===== src/design/stb_pkg.sv =====
// stb_pkg: shared sizes, operation codes and command types for the timer bank
`timescale 1ns / 1ps

package stb_pkg;

    // bank size and counter width
    localparam int NUM_TIMERS  = 8;
    localparam int COUNT_WIDTH = 32;

    // fixed item field widths
    localparam int OP_W    = 2;
    localparam int INDEX_W = 4;
    localparam int LOAD_W  = 32;

    // index compare is one bit wider than the index field
    localparam int CMP_W = INDEX_W + 1;

    typedef logic [COUNT_WIDTH-1:0] count_t;

    // operation codes
    typedef enum logic [OP_W-1:0] {
        OP_TICK  = 2'd0,
        OP_SET   = 2'd1,
        OP_CLEAR = 2'd2,
        OP_QUERY = 2'd3
    } op_t;

    // commands from controller to datapath
    typedef struct packed {
        logic tick;
        logic set;
        logic clear;
        logic capture;
    } cmd_t;

    // status from datapath to controller
    typedef struct packed {
        logic index_ok;
    } stat_t;

endpackage


===== src/design/stb_if.sv =====
// stb_if: valid/ready channels for timer bank request and response items
`timescale 1ns / 1ps

interface stb_req_if;
    logic                        valid;
    logic                        ready;
    logic [stb_pkg::OP_W-1:0]    operation;
    logic [stb_pkg::INDEX_W-1:0] timer_index;
    logic [stb_pkg::LOAD_W-1:0]  load_count;

    modport source (output valid, output operation, output timer_index,
                    output load_count, input ready);
    modport sink   (input valid, input operation, input timer_index,
                    input load_count, output ready);
endinterface

interface stb_rsp_if;
    logic valid;
    logic ready;
    logic expired;

    modport source (output valid, output expired, input ready);
    modport sink   (input valid, input expired, output ready);
endinterface


===== src/design/stb_ctrl.sv =====
// stb_ctrl: handshake controller, decodes each item into datapath commands
`timescale 1ns / 1ps

module stb_ctrl (
    input  logic                     clk,
    input  logic                     rst_n,
    input  logic                     in_valid,
    output logic                     in_ready,
    input  logic [stb_pkg::OP_W-1:0] operation,
    output logic                     out_valid,
    input  logic                     out_ready,
    input  stb_pkg::stat_t           stat,
    output stb_pkg::cmd_t            cmd
);

    typedef enum logic {
        ST_EMPTY,
        ST_FULL
    } state_t;

    state_t        state_reg;
    state_t        state_next;
    stb_pkg::op_t  op;
    logic          accept;

    // a new item enters when the result slot is free or being emptied
    assign in_ready  = (state_reg == ST_EMPTY) || out_ready;
    assign out_valid = (state_reg == ST_FULL);
    assign accept    = in_valid && in_ready;
    assign op        = stb_pkg::op_t'(operation);

    // command decode
    always_comb
    begin
        cmd = '0;
        if (accept)
        begin
            case (op)
                stb_pkg::OP_TICK:  cmd.tick    = 1'b1;
                stb_pkg::OP_SET:   cmd.set     = stat.index_ok;
                stb_pkg::OP_CLEAR: cmd.clear   = stat.index_ok;
                stb_pkg::OP_QUERY: cmd.capture = 1'b1;
                default:           cmd         = '0;
            endcase
        end
    end

    // result slot occupancy
    always_comb
    begin
        state_next = state_reg;
        case (state_reg)
            ST_EMPTY:
            begin
                if (accept && op == stb_pkg::OP_QUERY)
                    state_next = ST_FULL;
            end
            ST_FULL:
            begin
                if (accept && op == stb_pkg::OP_QUERY)
                    state_next = ST_FULL;
                else if (out_ready)
                    state_next = ST_EMPTY;
            end
            default: state_next = ST_EMPTY;
        endcase
    end

    always_ff @(posedge clk or negedge rst_n)
    begin
        if (!rst_n)
            state_reg <= ST_EMPTY;
        else
            state_reg <= state_next;
    end

endmodule


===== src/design/stb_datapath.sv =====
// stb_datapath: timer counters, running flags and the query result register
`timescale 1ns / 1ps

module stb_datapath (
    input  logic                        clk,
    input  logic                        rst_n,
    input  stb_pkg::cmd_t               cmd,
    output stb_pkg::stat_t              stat,
    input  logic [stb_pkg::INDEX_W-1:0] timer_index,
    input  logic [stb_pkg::LOAD_W-1:0]  load_count,
    output logic                        expired
);

    stb_pkg::count_t                  count_reg   [stb_pkg::NUM_TIMERS];
    stb_pkg::count_t                  count_next  [stb_pkg::NUM_TIMERS];
    logic [stb_pkg::NUM_TIMERS-1:0]   running_reg;
    logic [stb_pkg::NUM_TIMERS-1:0]   running_next;
    logic [stb_pkg::NUM_TIMERS-1:0]   hit;
    logic [stb_pkg::NUM_TIMERS-1:0]   done;
    logic                             expired_reg;
    stb_pkg::count_t                  load_ext;

    // index range check
    assign stat.index_ok = {1'b0, timer_index} < stb_pkg::CMP_W'(stb_pkg::NUM_TIMERS);

    // load cast to the counter width
    assign load_ext = stb_pkg::count_t'(load_count);

    // per-timer select and expiry
    always_comb
    begin
        for (int t = 0; t < stb_pkg::NUM_TIMERS; t++)
        begin
            hit[t]  = stat.index_ok && ({1'b0, timer_index} == stb_pkg::CMP_W'(t));
            done[t] = running_reg[t] && (count_reg[t] == '0);
        end
    end

    // next counter and flag values
    always_comb
    begin
        for (int t = 0; t < stb_pkg::NUM_TIMERS; t++)
        begin
            count_next[t]   = count_reg[t];
            running_next[t] = running_reg[t];
            if (cmd.tick && count_reg[t] != '0)
                count_next[t] = count_reg[t] - stb_pkg::count_t'(1);
            if (cmd.set && hit[t])
            begin
                count_next[t]   = load_ext;
                running_next[t] = 1'b1;
            end
            if (cmd.clear && hit[t])
                running_next[t] = 1'b0;
        end
    end

    // timer state
    always_ff @(posedge clk or negedge rst_n)
    begin
        if (!rst_n)
        begin
            for (int t = 0; t < stb_pkg::NUM_TIMERS; t++)
                count_reg[t] <= '0;
            running_reg <= '0;
        end
        else
        begin
            for (int t = 0; t < stb_pkg::NUM_TIMERS; t++)
                count_reg[t] <= count_next[t];
            running_reg <= running_next;
        end
    end

    // query result register
    always_ff @(posedge clk)
    begin
        if (cmd.capture)
            expired_reg <= |(hit & done);
    end

    assign expired = expired_reg;

endmodule


===== src/design/software_timer_bank.sv =====
// software_timer_bank: top level of the eight-entry down-counting timer bank
//
//  channel   | dir | fields                                  | result
//  ----------+-----+-----------------------------------------+-----------------
//  request   | in  | operation, timer_index, load_count      | query gives one
//  response  | out | expired                                 | one per query
//
//  a new item may follow each cycle unless a stalled result holds request.ready low
//  a query result sits in the response register from the next cycle on
//  while that result is stalled, request.ready is low
//  ticks decrement every nonzero counter in parallel in the cycle the item is taken
//  reset clears all counts, running flags and the response slot at once
`timescale 1ns / 1ps

module software_timer_bank (
    input  logic      clk,
    input  logic      rst_n,
    stb_req_if.sink   request,
    stb_rsp_if.source response
);

    stb_pkg::cmd_t  cmd;
    stb_pkg::stat_t stat;

    // handshake and command decode
    stb_ctrl u_ctrl (
        .clk       (clk),
        .rst_n     (rst_n),
        .in_valid  (request.valid),
        .in_ready  (request.ready),
        .operation (request.operation),
        .out_valid (response.valid),
        .out_ready (response.ready),
        .stat      (stat),
        .cmd       (cmd)
    );

    // counters and result
    stb_datapath u_dp (
        .clk         (clk),
        .rst_n       (rst_n),
        .cmd         (cmd),
        .stat        (stat),
        .timer_index (request.timer_index),
        .load_count  (request.load_count),
        .expired     (response.expired)
    );

endmodule


===== src/flat_wrapper.sv =====
// flat-port wrapper written by rule: the top's interface ports become plain ports
module software_timer_bank_flat 
  (clk, rst_n, request_valid, request_operation, request_timer_index, request_load_count, request_ready, response_valid, response_expired, response_ready);
  stb_req_if request_i ();
  stb_rsp_if response_i ();
  input  logic clk;
  input  logic rst_n;
  input wire logic [$bits(request_i.valid)-1:0] request_valid;
  input wire logic [$bits(request_i.operation)-1:0] request_operation;
  input wire logic [$bits(request_i.timer_index)-1:0] request_timer_index;
  input wire logic [$bits(request_i.load_count)-1:0] request_load_count;
  output wire logic [$bits(request_i.ready)-1:0] request_ready;
  output wire logic [$bits(response_i.valid)-1:0] response_valid;
  output wire logic [$bits(response_i.expired)-1:0] response_expired;
  input wire logic [$bits(response_i.ready)-1:0] response_ready;
  assign request_i.valid = request_valid;
  assign request_i.operation = request_operation;
  assign request_i.timer_index = request_timer_index;
  assign request_i.load_count = request_load_count;
  assign request_ready = request_i.ready;
  assign response_valid = response_i.valid;
  assign response_expired = response_i.expired;
  assign response_i.ready = response_ready;
  software_timer_bank u_core (.clk(clk), .rst_n(rst_n), .request(request_i), .response(response_i));
endmodule

===== config.mk =====
export PLATFORM = sky130hd
export DESIGN_NAME = software_timer_bank_flat
export DESIGN_NICKNAME = d
export VERILOG_FILES = /design/src/design/stb_pkg.sv /design/src/design/stb_if.sv /design/src/design/stb_ctrl.sv /design/src/design/stb_datapath.sv /design/src/design/software_timer_bank.sv /design/src/flat_wrapper.sv
export SDC_FILE = /design/constraint.sdc
export NUM_CORES = 1
export LEC_CHECK = 0
export ABC_AREA = 1
export BUFFER_PORTS_ARGS = -buffer_cell sky130_fd_sc_hd__buf_2
export CORE_UTILIZATION = 40
export CTS_CLUSTER_DIAMETER = 200
export DETAILED_ROUTE_END_ITERATION = 8
export HOLD_SLACK_MARGIN = 0.1
export PLACE_DENSITY = 0.62
export SETUP_SLACK_MARGIN = 0.1
export SLEW_MARGIN = 0
export SYNTH_ARGS = -nofsm -noshare
export SYNTH_HDL_FRONTEND = slang
export SYNTH_SLANG_ARGS = --single-unit

===== constraint.sdc =====
create_clock -name clk -period 1.65 [get_ports clk]
set_input_delay 0.33 -clock clk [delete_from_list [all_inputs] [get_ports clk]]
set_output_delay 0.33 -clock clk [all_outputs]
set_load 0.05 [all_outputs]

==> impl_metrics.tcl, run 1 <==
set metrics [dict create \
    status "complete, but fails checks" \
    violations "design-rule violations, negative setup slack" \
    path_clk_slew_ps 60 \
    overflow_left_after_global_routing 0 \
    timing.final.crit_share_pct 111 \
    family_with_the_most_delay_on_the_worst_path "simple AND/OR/NAND/NOR gates" \
    antenna_cells 0 \
    r2r-end "u_core.u_dp.count_reg[24]" \
    die-area_sq_mm 0.0487 \
    port_buffers 44 \
    core_region_area_sq_mm 0.0469 \
    seq_area_sq_mm 0.00667 \
    netlist_instances 2945 \
    rr_worst_depth 9 \
    largest_reg_flops 256 \
    synth.lib_cells_used.distinct 39 \
    drt_first_pass_iters 9 \
    grt_util_all_layers_pct 31.7 \
    worstSetupPathType "flip-flop to flip-flop" \
    reg2reg_setup_slack_ps -170 \
    total_leakage_power_nw 15.5 \
    hold_end "u_core.u_ctrl.out_valid" \
    floorplan.die.width_um 221 \
    yosys.area_share.adder_pct 0.523 \
    tritoncts "built" \
    worst-path-max-fanout 8 \
    htree_levels 2 \
    net_count_of_the_finished_layout 3665 \
    timing_worst_slew_pin_value_ps 656 \
    timing_max_transition_violations_final 0 \
    worst_hold_path.num_cells 5 \
    final_critical_path_setup_slack_ps -175 \
    timing.fmax_mhz 548 \
    synthMuxAreaShare_pct 0 \
    synthDominantCellAreaShare_pct 34.6 \
    cp.depth 9 \
    endpoint_kind "flip-flop" \
    dieHeight_um 221 \
    avgViaCountPerCell 5.31 \
    totalWireLength_um 80300 \
    synth_largest_area_cell "sky130_fd_sc_hd__dfrtp_1" \
    drt-initial-drc-count 2057 \
    antenna_left 0 \
    postSynthAreaPerCell_sq_um 6.50 \
    synth_top_family_by_area "simple AND/OR/NAND/NOR gates" \
    synth-compound-area-share_pct 4.04 \
    synth_nets 2995 \
    power.density_mw_per_mm2 1920 \
    grt_max_degree 43 \
    io-pin-count 45 \
    multi_input_comb_area_sq_mm 0.0139 \
    ir_drop_v 0.000978 \
    grt_first_pass_wirelength_um 118000 \
    worstReg2RegStart "u_core.u_dp.count_reg[24]" \
    dpl.hpwl_um 52400 \
    grt_pass1_vias 21600 \
    critPathMaxStageDelay_ps 380 \
    synthArstFlopShare_pct 99.6 \
    post_drt_wl_per_cell_um 18.9 \
    setup_viol 248 \
    hold_path.class "input pin to flip-flop" \
    netlist_top_cells_area "sky130_fd_sc_hd__dfrtp_1 35%, sky130_fd_sc_hd__nand2_1 22%, sky130_fd_sc_hd__nor2_1 10%" \
    antenna_violations_before_repair 3 \
    cts_num_sinks 266 \
    finalHoldViolations 0 \
    number_of_maximum_capacitance_violations 0 \
    fillers 3985 \
    drc 3 \
    postLayoutCoreUtil_pct 63.8 \
    number_of_flops_mapped_to_enable_cells_by_yosys 1 \
    layout_min_cycle_time_ps 1820 \
    timing.max_slew.rel_slack_pct 56.3 \
    area.growth.synth_to_final_pct 56.0 \
    critical_path_required_ps 2150 \
    post_synth_and_or_nand_nor_area_fraction_pct 45.1 \
    timing.clock.skew_ps 18.9 \
    detailroute.via_count 22600 \
    worst_path_max_delay_cell "sky130_fd_sc_hd__dfrtp_1" \
    cts_max_path_buffers 3 \
    rows 79 \
    report.power.total_mw 57.4 \
    cp.arrival_ps 2320 \
    synth_sequential_area_ratio_pct 34.8 \
    cp.buffers_inverters 2 \
    clock-root-buffer "sky130_fd_sc_hd__clkbuf_16" \
    synth_seq_cells 266 \
    min_from "response_ready" \
    number_of_warnings_issued_by_yosys 0 \
    yosys.area_share.xor_xnor_pct 9.42 \
    layout-drive-gt1-share_pct 40.0 \
    cells_along_the_critical_path "nor2_1 -> nand2_1 -> nor2_4 -> nand2_4 -> nand2_8 -> buf_12 -> buf_16 -> nand3_4 -> nand3_2" \
    clkLatencyLatePin_ps 560 \
    grt_setup_unrepaired "yes" \
    synth-main-ff-cell "sky130_fd_sc_hd__dfrtp_1" \
    initial_utilization_pct 40.9 \
    preCtsSetupSlack_ps -415 \
    netlist_area_sq_mm 0.0191 \
    setup.worst_path.start_class "flip-flop" \
    cts_inserted_buffers 35 \
    weighted_congestion_reported_at_the_end_of_routability_driven_placement 0.952 \
]
## cells in the final DEF (no fill, tap or decap), drive strengths merged
master,count
nand3,342
nor3,5
bufinv,4
or2,2
nand3b,3
nand2,1137
dlygate4sd3,3
a21oi,28
o21ai,102
o22a,2
clkinv,12
buf,710
clkbuf,61
o21bai,1
nand4,9
ha,8
xnor2,106
a31oi,6
inv,151
xor2,100
dfrtp,265
edfxtp,1
and2,1
nor2,577
## cells by family after synthesis
kind of cell             count (synthesis)
AND/OR/NAND/NOR                       2072
flip-flops                             266
buffers and inverters                  254
XOR/XNOR                               206
AO/OA/AOI/OAI                          139
adder cells (fa/ha/maj)                  8
## tightest hold or removal path, delay by kind of cell
family        cells  cell delay [ps]
buf+inv           3              220
simple gates      2              120
## per-stage QoR
stage | setup TNS [ps] | instance area [sq um] | hold slack, ps | cells
final | -17350 | 29900 | 155 | 4243
after detailed placement | -42020 | 24900 | 307 | 4063
after global routing | -34300 | 29900 | 181 | 4243
after floorplan | -18490 | 19800 | 34.4 | 2945
after global placement | -34510 | 24900 | 304 | 4063
after CTS | -4490 | 27900 | 139 | 4197
## layer usage
metal / wire [um] / GRT usage (%) / part of all wire [%] / vias up
li1: - / - / - / 10600
met1: 34000 / 42.6 / 42 / 10800
met2: 37500 / 51.9 / 47 / 877
met3: 5530 / 4.21 / 6.9 / 209
met4: 3250 / 11.8 / 4.1 / 2
met5: 15 / 0 / 0.019 / -
## report_power, final
part | internal (mW) | total (mW) | switching (mW)
Clock | 4.82 | 7.96 | 3.14
Combinational | 17.6 | 37.9 | 20.3
Sequential | 9.17 | 11.5 | 2.35
Total | 31.6 | 57.4 | 25.8
## cell usage after synthesis, types with 15 or more instances
master	count
sky130_fd_sc_hd__xor2_1	100
sky130_fd_sc_hd__xnor2_1	106
sky130_fd_sc_hd__nand2_2	18
sky130_fd_sc_hd__a21oi_1	22
sky130_fd_sc_hd__nor2_4	18
sky130_fd_sc_hd__buf_4	17
sky130_fd_sc_hd__nor2_1	533
sky130_fd_sc_hd__inv_1	127
sky130_fd_sc_hd__dfrtp_1	265
sky130_fd_sc_hd__nor2_2	24
sky130_fd_sc_hd__nand3_1	339
sky130_fd_sc_hd__nand2_1	1103
sky130_fd_sc_hd__o21ai_0	65
sky130_fd_sc_hd__buf_2	40
sky130_fd_sc_hd__o21ai_1	27
sky130_fd_sc_hd__clkbuf_1	15
sky130_fd_sc_hd__inv_2	23
## worst max-delay path by stage
| stage | startpoint | slack [ps] | to |
|---|---|---|---|
| 2_1_floorplan | u_core.u_ctrl.out_valid | -150 | u_core.u_dp.count_reg[66] |
| 3_3_place_gp | u_core.u_dp.count_reg[96] | -410 | u_core.u_dp.count_reg[104] |
| 3_5_place_dp | u_core.u_dp.count_reg[96] | -420 | u_core.u_dp.count_reg[115] |
| 4_1_cts | u_core.u_dp.count_reg[97] | -90 | u_core.u_dp.expired |
| 5_1_grt | u_core.u_dp.count_reg[24] | -250 | u_core.u_dp.count_reg[24] |
| 6_report | u_core.u_dp.count_reg[24] | -170 | u_core.u_dp.count_reg[24] |
## area by class of cell
cell class	instances	area share [%]
clock buffers	47	3.33
well taps	607	2.54
repair buffers	727	22.3
flip-flops and latches	266	22.3
clock inverters	11	0.519
multi-input cells	2429	46.7
inverters	154	2.25
repair inverters	2	0.0838
## what timing repair did
item                                   4_1_cts  5_1_grt
pin swaps                                  105      116
gates cloned                                11       15
setup endpoints to repair                  261      261
hold buffers                                 3        0
buffers inserted                            63       34
endpoints found under the hold margin      116        0
resized for setup                          336      387
Power figures use the tool's default switching activity.
==> run 2: changes to the inputs <==
--- a/config.mk
+++ b/config.mk
@@ -11,7 +11,7 @@
 export CTS_CLUSTER_DIAMETER = 200
 export DETAILED_ROUTE_END_ITERATION = 8
 export HOLD_SLACK_MARGIN = 0.1
-export PLACE_DENSITY = 0.62
+export PLACE_DENSITY_LB_ADDON = 0.25
 export SETUP_SLACK_MARGIN = 0.1
 export SLEW_MARGIN = 0
 export SYNTH_ARGS = -nofsm -noshare
==> run 2 against run 1 <==
Compared with the run above:
- clock skew up 3.2 ps
- the run still ends with design-rule violations, negative setup slack left
- register-to-register slack worse by 20 ps
- cell area rose by 5.6%
- routed wire length up 1.9%
- critical path type unchanged
- clock power is 2% lower
- critical endpoint is now u_core.u_dp.count_reg[32]
==> impl_metrics.tcl, run 2 (same netlist as run 1, synthesis figures left out) <==
set metrics [dict create \
    worst_path_max_delay_cell "sky130_fd_sc_hd__dfrtp_1" \
    dpl.hpwl_um 51000 \
    drt-initial-drc-count 2210 \
    antenna_violations_before_repair 1 \
    worst-path-max-fanout 6 \
    fillers 3701 \
    ir_drop_v 0.00110 \
    cp.arrival_ps 2300 \
    power.share.sequential_pct 18.8 \
    grt_util_all_layers_pct 31.9 \
    multi_input_comb_area_sq_mm 0.0148 \
    power.clock.fraction_pct 12.8 \
    timing_max_transition_violations_final 0 \
    area.growth.synth_to_final_pct 64.8 \
    floorplan.die.width_um 221 \
    cts_inserted_buffers 35 \
    timing_worst_slew_pin_value_ps 648 \
    tritoncts "built" \
    final_cell_mix "878 x sky130_fd_sc_hd__nand2_1, 619 x sky130_fd_sc_hd__buf_4, 294 x sky130_fd_sc_hd__nor2_1, 260 x sky130_fd_sc_hd__dfrtp_1, 179 x sky130_fd_sc_hd__nor2_2" \
    grt_first_pass_wirelength_um 120000 \
    timing.clock.skew_ps 22.1 \
    timing.max_slew.rel_slack_pct 56.8 \
    mostFrequentLayoutCell "sky130_fd_sc_hd__nand2_1" \
    seq_area_sq_mm 0.00667 \
    critPathMaxStageDelay_ps 380 \
    antenna_left 0 \
    final_instance_count_without_filler_cells 4336 \
    power.share.combinational_pct 68.4 \
    htree_levels 2 \
    setup_viol 247 \
    power.share.switching_pct 45.9 \
    timing.final.crit_share_pct 112 \
    grt_pass1_vias 22000 \
    path_clk_slew_ps 60 \
    post_drt_wl_per_cell_um 18.9 \
    totalWireLength_um 81900 \
    drt_first_pass_iters 8 \
    initial_utilization_pct 40.9 \
    worstSetupPathType "flip-flop to flip-flop" \
    die-area_sq_mm 0.0487 \
    net_count_of_the_finished_layout 3754 \
    weighted_congestion_reported_at_the_end_of_routability_driven_placement 0.957 \
    layout-drive-gt1-share_pct 45.6 \
    timing.fmax_mhz 542 \
    clock-root-buffer "sky130_fd_sc_hd__clkbuf_16" \
    antenna_cells 0 \
    core_region_area_sq_mm 0.0469 \
    io-pin-count 45 \
    hold_path.class "input pin to flip-flop" \
    setup.worst_path.start_class "flip-flop" \
    clkLatencyLatePin_ps 570 \
    number_of_maximum_capacitance_violations 0 \
    setup_tns_ps -18730 \
    layout_min_cycle_time_ps 1850 \
    family_with_the_most_delay_on_the_worst_path "simple AND/OR/NAND/NOR gates" \
    largest_reg_flops 256 \
    total_leakage_power_nw 16.5 \
    detailroute.via_count 23100 \
    grt_setup_unrepaired "yes" \
    cellInternalPower_mw 33.0 \
    endpoint_kind "flip-flop" \
    drc 3 \
    rows 79 \
    place_inst 4111 \
    placed_cell_area_sq_mm 0.0251 \
    status "complete, but fails checks" \
    final_critical_path_setup_slack_ps -196 \
    power.density_mw_per_mm2 1930 \
    port_buffers 44 \
    avgViaCountPerCell 5.34 \
    finalHoldViolations 0 \
    power_switching_mw 28.0 \
    cells_along_the_critical_path "nor2_1 -> nand2_1 -> nor2_2 -> nand2_1 -> nor2_4 -> nand2_4 -> nand2_8 -> nand2_8 -> buf_6 -> nand2_2 -> o21ai_2" \
    finalInstanceArea_sq_mm 0.0316 \
    grt_max_degree 58 \
    overflow_left_after_global_routing 0 \
    cts_num_sinks 266 \
    violations "design-rule violations, negative setup slack" \
    cts_max_path_buffers 3 \
    critical_path_required_ps 2110 \
    cp.buffers_inverters 1 \
    dieHeight_um 221 \
]
-- run 2: changes by cell type in the layout (fill, tap and decap cells not counted), moves of 37 or more --
cell / before / now
sky130_fd_sc_hd__nor2_4: 66 / 103
sky130_fd_sc_hd__nand2_1: 944 / 878
sky130_fd_sc_hd__nand3_1: 205 / 167
sky130_fd_sc_hd__nand3_2: 118 / 160
sky130_fd_sc_hd__nor2_1: 348 / 294
sky130_fd_sc_hd__buf_4: 553 / 619
-- run 2: power groups by stage --
stage	sequential (mW)	clock, mW	combinational (mW)
finish	11.5	7.81	41.7
global route	11.7	8.09	45.1
CTS	11.1	7.89	35.8
detailed placement	11.0	0	31.8
global placement	10.9	0	31.3
floorplan	11.7	0	16.8
-- run 2: tightest hold or removal path: stages --
cell                      delay [ps]
sky130_fd_sc_hd__buf_2           140
sky130_fd_sc_hd__nand2_1          70
sky130_fd_sc_hd__nand2_1          60
sky130_fd_sc_hd__nand2_2          60
sky130_fd_sc_hd__nand2_1          40
-- run 2: cell type report --
| type | instances | area share, % |
|---|---|---|
| clock buffer | 52 | 3.20 |
| clock inverter | 10 | 0.373 |
| inverter | 154 | 2.18 |
| timing repair inverter | 6 | 0.159 |
| multi-input combinational | 2427 | 46.9 |
| tap | 607 | 2.41 |
| timing repair buffer | 814 | 23.6 |
| sequential | 266 | 21.1 |
-- run 2: path summary, 6_finish.rpt --
path / startpoint / endpoint / slack (ps) / cells past startpoint
max: u_core.u_dp.count_reg[53] / u_core.u_dp.count_reg[32] / -200 / 11
min: request_load_count[14] / u_core.u_dp.count_reg[142] / 190 / 5
max reg2reg: u_core.u_dp.count_reg[53] / u_core.u_dp.count_reg[32] / -200 / 11
min reg2reg: u_core.u_dp.count_reg[1] / u_core.u_dp.count_reg[1] / 510 / 2
max in group asynchronous: rst_n / u_core.u_dp.count_reg[226] / 660 / 3
min in group asynchronous: rst_n / u_core.u_dp.count_reg[180] / 280 / 2
-- run 2: layer usage --
metal | up-vias | share of wire (%) | global-route usage, %
met4 | 0 | 5.2 | 13.7
met2 | 923 | 46 | 51.2
met1 | 11200 | 42 | 43.1
met3 | 227 | 7.1 | 4.23
li1 | 10800 | - | -
met5 | - | 0 | 0
-- run 2: through the flow --
step           setup WS [ps]  power [mW]  util (%)  hold WS [ps]
2_1_floorplan           -153        28.5         -          34.4
5_1_grt                 -252        64.9      67.3           214
4_1_cts                 -147        54.8      62.0           153
6_report                -196        60.9      67.3           192
3_5_place_dp            -447        42.8      53.6           283
3_3_place_gp            -415        42.2      53.6           283
-- run 2: what timing repair did --
action                                  in CTS  in global routing
hold buffers                                 3                  0
gates resized for setup                    447                526
setup buffers                               81                 56
hold endpoints to repair                   113                  0
endpoints found under the setup margin     260                264
cloned                                      17                 11
pin swaps                                  147                219
